`src/design/bpc_pkg.sv`:
```
// Shared types, constants and reset values for the beacon period classifier.
`default_nettype none

package bpc_pkg;

   localparam int EDGE_W      = 32;
   localparam int PERIOD_W    = 16;
   localparam int CODE_W      = 3;
   localparam int TOL_W       = 8;
   localparam int COUNT_W     = 3;
   localparam int NOMINAL_W   = 12;
   localparam int BEACON_COUNT = 5;
   localparam int CSR_INDEX_W = 3;
   localparam int CSR_DATA_W  = 12;

   localparam int US_PER_MS = 1000;
   localparam int US_W      = 10;

   localparam int RING_DEPTH_DEFAULT   = 4;
   localparam int TICKS_PER_MS_DEFAULT = 40000;

   // reciprocal multiply: bits of the reciprocal consumed per clock
   localparam int RECIP_CHUNK_W = 16;

   typedef logic [CODE_W-1:0] code_type;
   localparam code_type CODE_INVALID = 3'd5;

   typedef logic [BEACON_COUNT-1:0][NOMINAL_W-1:0] nominal_array_type;

   localparam nominal_array_type NOMINAL_RESET = {12'd455, 12'd513, 12'd588, 12'd690, 12'd800};
   localparam logic [TOL_W-1:0]   TOL_RESET    = 8'd10;
   localparam logic [COUNT_W-1:0] SAMPLE_RESET = 3'd4;

   typedef logic [CSR_INDEX_W-1:0] csr_index_type;
   localparam csr_index_type REG_TOLERANCE    = 3'd0;
   localparam csr_index_type REG_SAMPLE_COUNT = 3'd1;
   localparam csr_index_type REG_NOMINAL_0    = 3'd2;
   localparam csr_index_type REG_NOMINAL_4    = 3'd6;

   typedef struct packed {
      logic capture;
      logic load;
      logic div_step;
      logic ring_write;
      logic sweep_step;
      logic out_load;
   } ctrl_cmd_type;

   typedef struct packed {
      logic div_last;
      logic sweep_last;
   } ctrl_status_type;

endpackage

`default_nettype wire

```
`src/design/bpc_classifier.sv`:
```
// Window classifier: maps one period to a beacon index or the invalid code.
`default_nettype none

module bpc_classifier (
   input  logic [bpc_pkg::PERIOD_W-1:0]  period,
   input  logic [bpc_pkg::TOL_W-1:0]     tolerance,
   input  bpc_pkg::nominal_array_type    nominal,
   output bpc_pkg::code_type             code
);
   import bpc_pkg::*;

   localparam int SW = PERIOD_W + 1;

   always_comb begin
      logic [SW-1:0] p_ext;
      logic [SW-1:0] tol_ext;
      logic [SW-1:0] p_plus_tol;
      logic          outer_ok;
      logic          found;
      p_ext      = {1'b0, period};
      tol_ext    = SW'(tolerance);
      p_plus_tol = p_ext + tol_ext;
      // p > c - tol is taken as p + tol > c, so no bound goes negative
      outer_ok   = (p_ext < (SW'(nominal[0]) + tol_ext)) &&
                   (p_plus_tol > SW'(nominal[BEACON_COUNT-1]));
      found      = 1'b0;
      code       = CODE_INVALID;
      for (int k = 0; k < BEACON_COUNT; k++) begin
         if (!found && (p_plus_tol > SW'(nominal[k])) &&
             (p_ext < (SW'(nominal[k]) + tol_ext))) begin
            code  = code_type'(k);
            found = 1'b1;
         end
      end
      if (!outer_ok) begin
         code = CODE_INVALID;
      end
   end

endmodule

`default_nettype wire

```
`src/design/bpc_datapath.sv`:
```
// Datapath: config registers, period scaling, period ring and agreement sweep.
`default_nettype none

module bpc_datapath #(
   parameter int RING_DEPTH   = bpc_pkg::RING_DEPTH_DEFAULT,
   parameter int TICKS_PER_MS = bpc_pkg::TICKS_PER_MS_DEFAULT
) (
   input  logic                            clock,
   input  logic                            reset,
   input  bpc_pkg::ctrl_cmd_type           cmd,
   output bpc_pkg::ctrl_status_type        status,
   input  logic [bpc_pkg::EDGE_W-1:0]      edge_time,
   input  logic                            csr_we,
   input  bpc_pkg::csr_index_type          csr_index,
   input  logic [bpc_pkg::CSR_DATA_W-1:0]  csr_wdata,
   output logic [bpc_pkg::PERIOD_W-1:0]    period_us,
   output bpc_pkg::code_type               latest_code,
   output bpc_pkg::code_type               agreed_code
);
   import bpc_pkg::*;

   localparam int PW     = EDGE_W + US_W;
   localparam int LW     = $clog2(TICKS_PER_MS);
   localparam int XW     = LW + PERIOD_W;
   localparam int RSHIFT = XW + LW;
   localparam int MCH    = (XW + 2 + RECIP_CHUNK_W - 1) / RECIP_CHUNK_W;
   localparam int MRW    = MCH * RECIP_CHUNK_W;
   localparam int AW     = XW + MRW;
   localparam int PPW    = XW + RECIP_CHUNK_W;
   localparam int IW     = (RING_DEPTH > 1) ? $clog2(RING_DEPTH) : 1;
   localparam int CW     = $clog2(RING_DEPTH + 1);
   localparam int STEP_W = (MCH > 1) ? $clog2(MCH) : 1;

   localparam logic [PW-1:0]       SAT_LIMIT  = PW'(TICKS_PER_MS) << PERIOD_W;
   // ceil(2^RSHIFT / TICKS_PER_MS) gives the exact floor quotient for any x below 2^XW
   localparam logic [MRW-1:0]      RECIP      =
      MRW'(((64'd1 << RSHIFT) + 64'(TICKS_PER_MS) - 64'd1) / 64'(TICKS_PER_MS));
   localparam logic [PERIOD_W-1:0] PERIOD_MAX = '1;

   // configuration
   logic [TOL_W-1:0]   tol_ff;
   logic [COUNT_W-1:0] sample_ff;
   nominal_array_type  nominal_ff;

   always_ff @(posedge clock) begin
      if (reset) begin
         tol_ff     <= TOL_RESET;
         sample_ff  <= SAMPLE_RESET;
         nominal_ff <= NOMINAL_RESET;
      end else if (csr_we) begin
         case (csr_index)
            REG_TOLERANCE:    tol_ff    <= csr_wdata[TOL_W-1:0];
            REG_SAMPLE_COUNT: sample_ff <= csr_wdata[COUNT_W-1:0];
            default: begin
               if (csr_index inside {[REG_NOMINAL_0:REG_NOMINAL_4]}) begin
                  nominal_ff[csr_index - REG_NOMINAL_0] <= csr_wdata[NOMINAL_W-1:0];
               end
            end
         endcase
      end
   end

   // edge difference and scaling to microseconds
   logic [EDGE_W-1:0]   prev_edge_ff;
   logic [EDGE_W-1:0]   diff;
   logic [PW-1:0]       product_ff;
   logic                sat_ff;
   logic [XW-1:0]       x_ff;
   logic [MRW-1:0]      recip_ff;
   logic [AW-1:0]       acc_ff;
   logic [AW-1:0]       acc_in;
   logic [PPW-1:0]      partial;
   logic [STEP_W-1:0]   step_ff;
   logic [PERIOD_W-1:0] period_now;

   assign diff = edge_time - prev_edge_ff;

   always_ff @(posedge clock) begin
      if (reset) begin
         prev_edge_ff <= '0;
      end else if (cmd.capture) begin
         prev_edge_ff <= edge_time;
      end
   end

   always_ff @(posedge clock) begin
      if (cmd.capture) begin
         product_ff <= PW'(diff) * PW'(US_PER_MS);
      end
   end

   // one reciprocal chunk per clock, most significant first (Horner accumulation)
   assign partial = PPW'(x_ff) * PPW'(recip_ff[MRW-1 -: RECIP_CHUNK_W]);
   assign acc_in  = (acc_ff << RECIP_CHUNK_W) + AW'(partial);

   always_ff @(posedge clock) begin
      if (cmd.load) begin
         // unsaturated products always fit in XW bits
         sat_ff   <= (product_ff >= SAT_LIMIT);
         x_ff     <= product_ff[XW-1:0];
         recip_ff <= RECIP;
         acc_ff   <= '0;
      end else if (cmd.div_step) begin
         recip_ff <= recip_ff << RECIP_CHUNK_W;
         acc_ff   <= acc_in;
      end
   end

   always_ff @(posedge clock) begin
      if (reset) begin
         step_ff <= '0;
      end else if (cmd.load) begin
         step_ff <= '0;
      end else if (cmd.div_step) begin
         step_ff <= step_ff + STEP_W'(1);
      end
   end

   assign period_now = sat_ff ? PERIOD_MAX : acc_ff[RSHIFT +: PERIOD_W];

   // period ring
   logic [PERIOD_W-1:0] ring_ff [RING_DEPTH];
   logic [IW-1:0]       wr_ff;
   logic [IW-1:0]       wr_eff;
   logic [IW-1:0]       wr_in;
   logic [CW-1:0]       count_eff;

   always_comb begin
      if (sample_ff == '0) begin
         count_eff = CW'(1);
      end else if (int'(sample_ff) > RING_DEPTH) begin
         count_eff = CW'(RING_DEPTH);
      end else begin
         count_eff = CW'(sample_ff);
      end
   end

   // a shrunken count sends the write back to slot zero
   assign wr_eff = (CW'(wr_ff) >= count_eff) ? '0 : wr_ff;
   assign wr_in  = ((CW'(wr_eff) + CW'(1)) >= count_eff) ? '0 : wr_eff + IW'(1);

   always_ff @(posedge clock) begin
      if (reset) begin
         ring_ff <= '{default: '0};
         wr_ff   <= '0;
      end else if (cmd.ring_write) begin
         ring_ff[wr_eff] <= period_now;
         wr_ff           <= wr_in;
      end
   end

   // shared classifier: new period on the ring write, then one slot per sweep step
   logic [IW-1:0]       sweep_idx_ff;
   logic [PERIOD_W-1:0] cls_period;
   code_type            cls_code;
   code_type            latest_ff;
   code_type            first_ff;
   code_type            agreed_ff;

   assign cls_period = cmd.ring_write ? period_now : ring_ff[sweep_idx_ff];

   bpc_classifier u_classifier (
      .period    (cls_period),
      .tolerance (tol_ff),
      .nominal   (nominal_ff),
      .code      (cls_code)
   );

   always_ff @(posedge clock) begin
      if (reset) begin
         sweep_idx_ff <= '0;
      end else if (cmd.ring_write) begin
         sweep_idx_ff <= '0;
      end else if (cmd.sweep_step) begin
         sweep_idx_ff <= sweep_idx_ff + IW'(1);
      end
   end

   always_ff @(posedge clock) begin
      if (cmd.ring_write) begin
         latest_ff <= cls_code;
      end
      if (cmd.sweep_step) begin
         if (sweep_idx_ff == '0) begin
            first_ff  <= cls_code;
            agreed_ff <= cls_code;
         end else if (cls_code != first_ff) begin
            agreed_ff <= CODE_INVALID;
         end
      end
   end

   assign status.div_last   = (step_ff == STEP_W'(MCH - 1));
   assign status.sweep_last = ((CW'(sweep_idx_ff) + CW'(1)) == count_eff);

   // result register
   logic [PERIOD_W-1:0] rsp_period_ff;
   code_type            rsp_latest_ff;
   code_type            rsp_agreed_ff;

   always_ff @(posedge clock) begin
      if (cmd.out_load) begin
         rsp_period_ff <= period_now;
         rsp_latest_ff <= latest_ff;
         rsp_agreed_ff <= agreed_ff;
      end
   end

   assign period_us   = rsp_period_ff;
   assign latest_code = rsp_latest_ff;
   assign agreed_code = rsp_agreed_ff;

endmodule

`default_nettype wire

```
`src/design/bpc_controller.sv`:
```
// Controller: sequences capture, divide, ring write, agreement sweep and result handoff.
`default_nettype none

module bpc_controller (
   input  logic                      clock,
   input  logic                      reset,
   input  logic                      req_tvalid,
   output logic                      req_tready,
   output logic                      rsp_tvalid,
   input  logic                      rsp_tready,
   input  bpc_pkg::ctrl_status_type  status,
   output bpc_pkg::ctrl_cmd_type     cmd
);
   import bpc_pkg::*;

   typedef enum logic [5:0] {
      S_IDLE  = 6'b000001,
      S_LOAD  = 6'b000010,
      S_DIV   = 6'b000100,
      S_WRITE = 6'b001000,
      S_SWEEP = 6'b010000,
      S_DONE  = 6'b100000
   } state_type;

   state_type state_ff;
   state_type state_in;
   logic      rsp_valid_ff;
   logic      rsp_valid_in;

   always_comb begin
      cmd      = '0;
      state_in = state_ff;
      case (state_ff)
         S_IDLE: begin
            if (req_tvalid) begin
               cmd.capture = 1'b1;
               state_in    = S_LOAD;
            end
         end
         S_LOAD: begin
            cmd.load = 1'b1;
            state_in = S_DIV;
         end
         S_DIV: begin
            cmd.div_step = 1'b1;
            if (status.div_last) begin
               state_in = S_WRITE;
            end
         end
         S_WRITE: begin
            cmd.ring_write = 1'b1;
            state_in       = S_SWEEP;
         end
         S_SWEEP: begin
            cmd.sweep_step = 1'b1;
            if (status.sweep_last) begin
               state_in = S_DONE;
            end
         end
         S_DONE: begin
            // hold until the result register is free
            if (!rsp_valid_ff || rsp_tready) begin
               cmd.out_load = 1'b1;
               state_in     = S_IDLE;
            end
         end
         default: state_in = S_IDLE;
      endcase
   end

   always_comb begin
      if (cmd.out_load) begin
         rsp_valid_in = 1'b1;
      end else if (rsp_tready) begin
         rsp_valid_in = 1'b0;
      end else begin
         rsp_valid_in = rsp_valid_ff;
      end
   end

   always_ff @(posedge clock) begin
      if (reset) begin
         state_ff     <= S_IDLE;
         rsp_valid_ff <= 1'b0;
      end else begin
         state_ff     <= state_in;
         rsp_valid_ff <= rsp_valid_in;
      end
   end

   assign req_tready = (state_ff == S_IDLE);
   assign rsp_tvalid = rsp_valid_ff;

endmodule

`default_nettype wire

```
`src/design/beacon_period_classifier_unit.sv`:
```
// Sequence per accepted req transaction: capture the edge, load the product, run M reciprocal
// multiply passes (3 at the default rate), write the ring, sweep N slots (N = effective sample
// count, 1..RING_DEPTH), then raise rsp_tvalid; a result held back by rsp_tready stalls the next.
// One transaction at a time: a new request is taken only once the result is loaded, the pace set
// by the chunked scaling and the one-slot-per-cycle agreement sweep through one classifier.
// Reset (synchronous): config to defaults, previous edge, ring and write index to zero.
`default_nettype none

module beacon_period_classifier_unit #(
   parameter int RING_DEPTH   = bpc_pkg::RING_DEPTH_DEFAULT,
   parameter int TICKS_PER_MS = bpc_pkg::TICKS_PER_MS_DEFAULT
) (
   input  logic                            clock,
   input  logic                            reset,
   input  logic                            req_tvalid,
   output logic                            req_tready,
   input  logic [31:0]                     req_tdata,   // [31:0] edge_time
   output logic                            rsp_tvalid,
   input  logic                            rsp_tready,
   output logic [23:0]                     rsp_tdata,   // [15:0] period_us, [18:16] latest_code,
                                                        // [21:19] agreed_code, [23:22] zero
   input  logic                            csr_we,
   input  bpc_pkg::csr_index_type          csr_index,
   input  logic [bpc_pkg::CSR_DATA_W-1:0]  csr_wdata
);
   import bpc_pkg::*;

   ctrl_cmd_type        cmd;
   ctrl_status_type     status;
   logic [PERIOD_W-1:0] rsp_period;
   code_type            rsp_latest;
   code_type            rsp_agreed;

   bpc_controller u_controller (
      .clock      (clock),
      .reset      (reset),
      .req_tvalid (req_tvalid),
      .req_tready (req_tready),
      .rsp_tvalid (rsp_tvalid),
      .rsp_tready (rsp_tready),
      .status     (status),
      .cmd        (cmd)
   );

   bpc_datapath #(
      .RING_DEPTH   (RING_DEPTH),
      .TICKS_PER_MS (TICKS_PER_MS)
   ) u_datapath (
      .clock       (clock),
      .reset       (reset),
      .cmd         (cmd),
      .status      (status),
      .edge_time   (req_tdata[EDGE_W-1:0]),
      .csr_we      (csr_we),
      .csr_index   (csr_index),
      .csr_wdata   (csr_wdata),
      .period_us   (rsp_period),
      .latest_code (rsp_latest),
      .agreed_code (rsp_agreed)
   );

   assign rsp_tdata = {2'b00, rsp_agreed, rsp_latest, rsp_period};

`ifndef NO_ASSERTIONS
   // one transaction at a time: busy right after acceptance
   a_busy_after_accept: assert property (@(posedge clock) disable iff (reset)
      (req_tvalid && req_tready) |=> !req_tready)
      else $error("req_tready high right after an accepted transaction");

   // a new result is only raised from a transaction in progress
   a_result_from_work: assert property (@(posedge clock) disable iff (reset)
      $rose(rsp_tvalid) |-> $past(!req_tready))
      else $error("rsp_tvalid rose while the block was idle");

   // the newest period sits in the checked slots, so agreement implies its class
   a_agree_matches_latest: assert property (@(posedge clock) disable iff (reset)
      (rsp_tvalid && (rsp_agreed != CODE_INVALID)) |-> (rsp_agreed == rsp_latest))
      else $error("agreed code differs from latest code");

   a_codes_in_range: assert property (@(posedge clock) disable iff (reset)
      rsp_tvalid |-> ((rsp_latest <= CODE_INVALID) && (rsp_agreed <= CODE_INVALID)))
      else $error("result code out of range");
`endif

endmodule

`default_nettype wire

```
`config.mk`:
```
export PLATFORM = sky130hd
export DESIGN_NAME = beacon_period_classifier_unit
export DESIGN_NICKNAME = d
export VERILOG_FILES = /design/src/design/bpc_pkg.sv /design/src/design/bpc_classifier.sv /design/src/design/bpc_datapath.sv /design/src/design/bpc_controller.sv /design/src/design/beacon_period_classifier_unit.sv
export SDC_FILE = /design/constraint.sdc
export NUM_CORES = 2
export LEC_CHECK = 0
export BUFFER_PORTS_ARGS = -buffer_cell sky130_fd_sc_hd__buf_2
export CORE_MARGIN = 1
export CORE_UTILIZATION = 55
export CTS_CLUSTER_SIZE = 8
export DETAILED_ROUTE_END_ITERATION = 8
export PLACE_DENSITY = 0.79
export SLEW_MARGIN = 20
export SYNTH_ARGS = -nofsm -noshare
export SYNTH_HDL_FRONTEND = slang
export SYNTH_SLANG_ARGS = --single-unit
```
`constraint.sdc`:
```
create_clock -name clock -period 12 [get_ports clock]
set_input_delay 0 -clock clock [delete_from_list [all_inputs] [get_ports clock]]
set_output_delay 0 -clock clock [all_outputs]
set_load 0.03 [all_outputs]
```
# Word-level counts from Yosys, hierarchy flattened

Index checks and enable logic that the tools add are counted.

Output and inout bits: 26
Word-level logic and storage cells: 157
Bits in registers: 379
Bits of input ports: 52

Add/sub/neg operators: 14
Reductions and logical operators: 33
Order comparisons: 21
Multiply operators: 2
Multiplexer cells: 42
Bitwise gates (word level): 3
Equality and inequality tests: 14

Operator list:

| kind                                                                 | number |
|---|---|
| greater-than comparator 17 x 12 -> 1 bit                             | 5 |
| < comparator 16 x 13 -> 1 bit                                        | 5 |
| 2-to-1 mux 16 bit                                                    | 5 |
| adder 12 x 8 -> 13 bit                                               | 5 |
| adder 64 x 48 -> 64 bit                                              | 1 |
| bitwise mux 64 bit                                                   | 1 |
| bitwise mux 60 bit                                                   | 1 |
| multiplier 29 x 16 -> 45 bit                                         | 1 |
| greater-or-equal comparator 42 x 32 -> 1 bit (second input constant) | 1 |
| multiplier 32 x 7 -> 39 bit (second input constant)                  | 1 |
| demux 12 bit (select 3 bit)                                          | 1 |
| case mux 6 bit (6 select lines)                                      | 1 |
| binary-select mux 16 bit (select 2 bit)                              | 1 |
| demux 16 bit (select 2 bit)                                          | 1 |
| subtractor 32 bit                                                    | 1 |
| 2-to-1 mux 3 bit                                                     | 10 |
| 2-to-1 mux 6 bit                                                     | 4 |
| adder 16 x 8 -> 17 bit                                               | 1 |
| 2-to-1 mux 1 bit                                                     | 14 |
| logical AND 1 bit                                                    | 13 |
| 2-to-1 mux 12 bit                                                    | 1 |
| AND reduction 2 bit                                                  | 4 |
| adder 2 x 1 -> 2 bit (second input constant)                         | 3 |
| adder 2 x 1 -> 3 bit (second input constant)                         | 2 |
| 33 further kinds                                                     | 46 |

# Longest topological paths before layout

Depth in word-level cells: 29
Mapped depth: 38
Mapped depth without buffers: 36

# Hierarchy

A second synthesis with hierarchy kept.

Cell total of the unflattened synthesis: 4281
Area total of the unflattened synthesis: 39158.8 um^2

Modules (own cells, without submodules):

| module                        | area each (um^2) | cells an instance | sequential area each (um^2) | times used |
|---|---|---|---|---|
| bpc_datapath                  | 33614.7          | 3563              | 7787.5                      | 1 |
| bpc_classifier                | 5129.9           | 667               | 0.0                         | 1 |
| bpc_controller                | 395.4            | 48                | 140.1                       | 1 |
| beacon_period_classifier_unit | 18.8             | 3                 | 0.0                         | 1 |

# Worst setup path before layout

No wires, ideal clock.

Kind: reg2reg
Start point: register u_datapath.recip_ff[40]
End point: register u_datapath.acc_ff[63]
Data required time: 11.871 ns
Path buffers: 2
Arrival time: 8.490 ns
Slack: 3.382 ns
Cell stages (with the launch flop): 34
Clock period less this slack: 8.618 ns
Setup time: 0.129 ns
Cell sequence: dfxtp_1 clkbuf_1 clkbuf_1 nand2_1 inv_1 fa_1 fa_1 inv_1 fa_1 inv_1 fa_1 fa_1 inv_1 fa_1 inv_1 ha_1 or4_1 a211oi_1 nor2_1 a31oi_1 o21bai_1 xor2_1 fa_1 a21oi_1 o21bai_1 a2111oi_0 o21bai_1 a41o_1 a31oi_1 o31ai_1 a211oi_2 nor3_1 xnor2_1 o21ai_0

Word-level cells in the longest chain between the ends: 2

Ends and longest elaborated chain:

| element                      | RTL line            | text |
|---|---|---|
| start, declared              | bpc_datapath.sv:69  | `logic [MRW-1:0] recip_ff;` |
| start signal, assigned       | bpc_datapath.sv:104 | `recip_ff <= recip_ff << RECIP_CHUNK_W;` |
| multiplier 29 x 16 -> 45 bit | bpc_datapath.sv:93  | `assign partial = PPW'(x_ff) * PPW'(recip_ff[MRW-1 -: RECIP_CHUNK_W]);` |
| adder 64 x 48 -> 64 bit      | bpc_datapath.sv:94  | `assign acc_in = (acc_ff << RECIP_CHUNK_W) + AW'(partial);` |
| end signal, assigned         | bpc_datapath.sv:105 | `acc_ff <= acc_in;` |
| end, declared                | bpc_datapath.sv:70  | `logic [AW-1:0] acc_ff;` |

No other way between the ends.
A chain may end at the register's enable or synchronous reset.

# Worst setup path after layout

Start point: register u_datapath.recip_ff[45]
End point: register u_datapath.acc_ff[51]

Same word-level chain as after synthesis.

==> flow_summary.toml <==
[critical_path]
max_stage_delay_ns = 0.68
timing.rr.end = "u_datapath.acc_ff[51]"
path_class = "reg2reg"
path_buf_inv = 6
r2r_cells = 32
slowest_stage = "dfxtp_1"
reg2reg_slack_ns = 2.35
crit_arrival_ns = 10.11
start_kind = "flop"
cp_max_fo = 17
reg2reg_from = "u_datapath.recip_ff[45]"
critPathCaptureType = "flop"
cpMostUsedCell = "fa_1"
crit_family = "adder cells"
crit_required_ns = 12.46

[synthesis]
synth.cell_area_um2 = 38200
synth-main-ff-cell = "dfxtp_1"
synth_cells = 4158
yosysUniqueCellTypes = 92
ys_ff_latch = 346
async_flop_share = 0
synth_edf_count = 100
yosysSeqAreaShare = 0.207
ys_warn_count = 0
postSynthAreaPerCell_um2 = 9.19

[die]
fp-row-count = 96
die-area_um2 = 70500
io-pin-count = 78
core_um2 = 68700
die_y_um = 266
start_util = 0.556
die_w_um = 266

[grt]
grt.overflow.total = 0
use_met3 = 0.0390
grt_max_degree = 80
antenna_found_initial = 0
grt_pass1_wl_um = 152000
grt_usage = 0.271
met2_usage = 0.447
grt_pass1_vias = 29530
grt.busiest_layer = "met2"
use_met1 = 0.372

[hold_path]
min_from = "csr_we"
hold_depth = 5
min_path_type = "in2reg"
holdPathEnd = "u_datapath.nominal_ff[4]"

[finish]
final_net_count = 5258
syn_to_final_growth_pct = 8.74
diodes = 0
drive_gt1_frac = 0.0494
multi_input_area_um2 = 26900
seqCellArea_um2 = 7930
num-fill-cells = 5817

[route]
initialDrtViolationCount = 2054
vias_per_cell = 5.55
first_pass_iters = 6
ant_nets = 0
dr_total_vias = 28982
wl_per_cell_um = 17.7
drc = 0
totalWireLength_um = 92600

[clock_tree]
cts.sinks = 346
clk_latency_ns = 0.63
cts-root-buf = "clkbuf_16"
cts_tree = "built"
clock_path_buffers = 3
cts_resized = 0
numCtsBuffers = 50
htreeDepth = 2
clk_pin_slew_ns = 0.06

[status]
outcome = "complete, no violations"

[placed_design]
port-buffer-count = 75
gp_congestion = 0.980
dp_hpwl_um = 74000

[timing]
final-setup-viol-count = 0
relSlewSlack = 0.262
maxSlewViolCount = 0
final.period_utilization = 0.804
rsz0062_at_grt = "no"
fin_setup_tns_ns = 0
clock.fmax_mhz = 104
worstMarginPinSlew_ns = 1.10
period_minus_slack_ns = 9.65
clock_skew_ns = 0.0405
final_hold_viol_count = 0

[run]
cap_violations = 0
[per-layer routing]
| layer | part of all wire | routed length (µm) |
|---|---|---|
| met2 | 0.46 | 42800 |
| met3 | 0.068 | 6280 |
| met5 | 0 | 0 |
| met4 | 0.027 | 2470 |
| met1 | 0.44 | 41000 |
[state kept, by name, indices dropped and copies added (netlist names), 3 cells and up]
register,count
u_datapath.ring_ff,64
u_datapath.acc_ff,61
u_datapath.nominal_ff,60
u_datapath.product_ff,39
u_datapath.prev_edge_ff,32
u_datapath.x_ff,29
u_datapath.period_us,16
u_datapath.tol_ff,8
u_controller.state_ff,6
u_datapath.recip_ff,5
u_datapath.agreed_code,3
u_datapath.agreed_ff,3
u_datapath.first_ff,3
u_datapath.latest_code,3
u_datapath.latest_ff,3
u_datapath.sample_ff,3
[kinds of logic (layout without fill, tap and decap cells)]
| family | after synthesis | count (layout) | synth area share |
|---|---|---|---|
| and+or+nand+nor | 923 | 923 | 0.109 |
| other | 1 | 2 | 0.0000981 |
| adders and majority gates | 940 | 940 | 0.394 |
| xor gates and xnor gates | 211 | 211 | 0.0484 |
| DFF | 346 | 346 | 0.207 |
| muxes | 32 | 32 | 0.0136 |
| buffers and inverters | 887 | 1018 | 0.0879 |
| AOI/OAI and AO/OA | 818 | 818 | 0.139 |
[cells in the final DEF, fill, tap and decap left out, types with 11 or more instances in the layout]
cell	Yosys	routed
a211oi_1	88	88
a21o_1	121	121
a21oi_1	250	250
a31oi_1	15	15
and2_1	32	32
and3_1	23	20
buf_2	2	74
buf_4	5	29
clkbuf_1	87	20
clkbuf_16	0	50
dfxtp_1	246	246
dlygate4sd3_1	0	52
edfxtp_1	100	100
fa_1	441	441
ha_1	499	499
inv_1	787	785
mux2i_1	16	16
mux4_2	16	16
nand2_1	405	405
nand2b_1	29	29
nand3_1	55	55
nand3b_1	11	11
nand4_1	27	27
nor2_1	218	217
nor2b_1	30	29
nor3_1	50	50
o211ai_1	18	18
o21a_1	28	28
o21ai_0	141	141
o21bai_1	43	43
o31ai_1	15	15
xnor2_1	142	142
xor2_1	69	69
[worst reg2reg max path: cells and delay by family, from the launching register on]
kind                     cells  cell delay (ns)
AND/OR/NAND/NOR              4             0.93
adder cells (fa/ha/maj)      8             3.67
AO/OA/AOI/OAI               12             3.21
XOR/XNOR                     2             0.33
flip-flops                   1             0.68
buffers and inverters        6             0.70
[area by class of cell]
class / count / area share
clock buffers: 71 / 0.0323
flip-flops and latches: 346 / 0.191
clock inverters: 5 / 0.00250
inverters: 787 / 0.0711
repair buffers: 155 / 0.0267
well taps: 931 / 0.0280
multi-input cells: 2926 / 0.649
[cells in the mapped netlist, drive strengths merged (5+ instances only)]
cell type / count / area share
dfxtp: 246 / 0.13
buf: 13 / 0.0020
edfxtp: 100 / 0.079
nand2b: 29 / 0.0047
nor2: 218 / 0.021
o21ai: 144 / 0.019
nand3b: 11 / 0.0022
a211o: 9 / 0.0021
a31oi: 15 / 0.0025
nand2: 406 / 0.040
o21bai: 44 / 0.0087
o21a: 28 / 0.0055
nand3: 55 / 0.0072
nor2b: 30 / 0.0049
a221oi: 5 / 0.0011
nand4: 27 / 0.0044
ha: 499 / 0.16
xnor2: 142 / 0.033
a21oi: 250 / 0.033
and2: 32 / 0.0052
o221ai: 6 / 0.0014
nor3: 51 / 0.0068
fa: 441 / 0.23
o211ai: 18 / 0.0035
mux2i: 16 / 0.0042
clkbuf: 87 / 0.0085
a21o: 122 / 0.024
nor4: 9 / 0.0019
o31ai: 16 / 0.0033
mux4: 16 / 0.0094
a21boi: 7 / 0.0014
inv: 787 / 0.077
or2: 9 / 0.0015
xor2: 69 / 0.016
a2111oi: 6 / 0.0015
o2111ai: 9 / 0.0021
or4: 5 / 0.0011
and3: 23 / 0.0038
a211oi: 90 / 0.018
a22o: 8 / 0.0018
[worst max-delay path by stage]
stage,start,slack [ns],depth (start not counted),endpoint
2_1_floorplan,u_datapath.recip_ff[40],3.38,33,u_datapath.acc_ff[63]
3_3_place_gp,u_datapath.recip_ff[45],2.64,32,u_datapath.acc_ff[63]
3_5_place_dp,u_datapath.recip_ff[45],2.47,32,u_datapath.acc_ff[63]
4_1_cts,u_datapath.recip_ff[45],2.50,32,u_datapath.acc_ff[63]
5_1_grt,u_datapath.recip_ff[45],1.84,32,u_datapath.acc_ff[59]
6_report,u_datapath.recip_ff[45],2.35,32,u_datapath.acc_ff[51]
[through the flow]
step | instance area (µm²) | instances | utilization | hold WS (ns) | setup WS [ns]
floorplan | 38200 | 4159 | - | 0.118 | 3.38
global placement | 39600 | 5093 | 0.576 | 0.252 | 2.64
detailed placement | 39600 | 5093 | 0.576 | 0.263 | 2.47
CTS | 41500 | 5221 | 0.605 | 0.0153 | 2.50
global route | 41500 | 5221 | 0.605 | 0.0873 | 1.84
finish | 41500 | 5221 | 0.605 | 0.0505 | 2.35
[repair_timing]
item,CTS,global route
hold buffers,52,0
hold endpoints to repair,108,0
buffers inserted,0,0
endpoints found under the setup margin,0,0
Power is not shown: default switching activity piles up to over one toggle a cycle in this logic, so the estimate is an artifact.
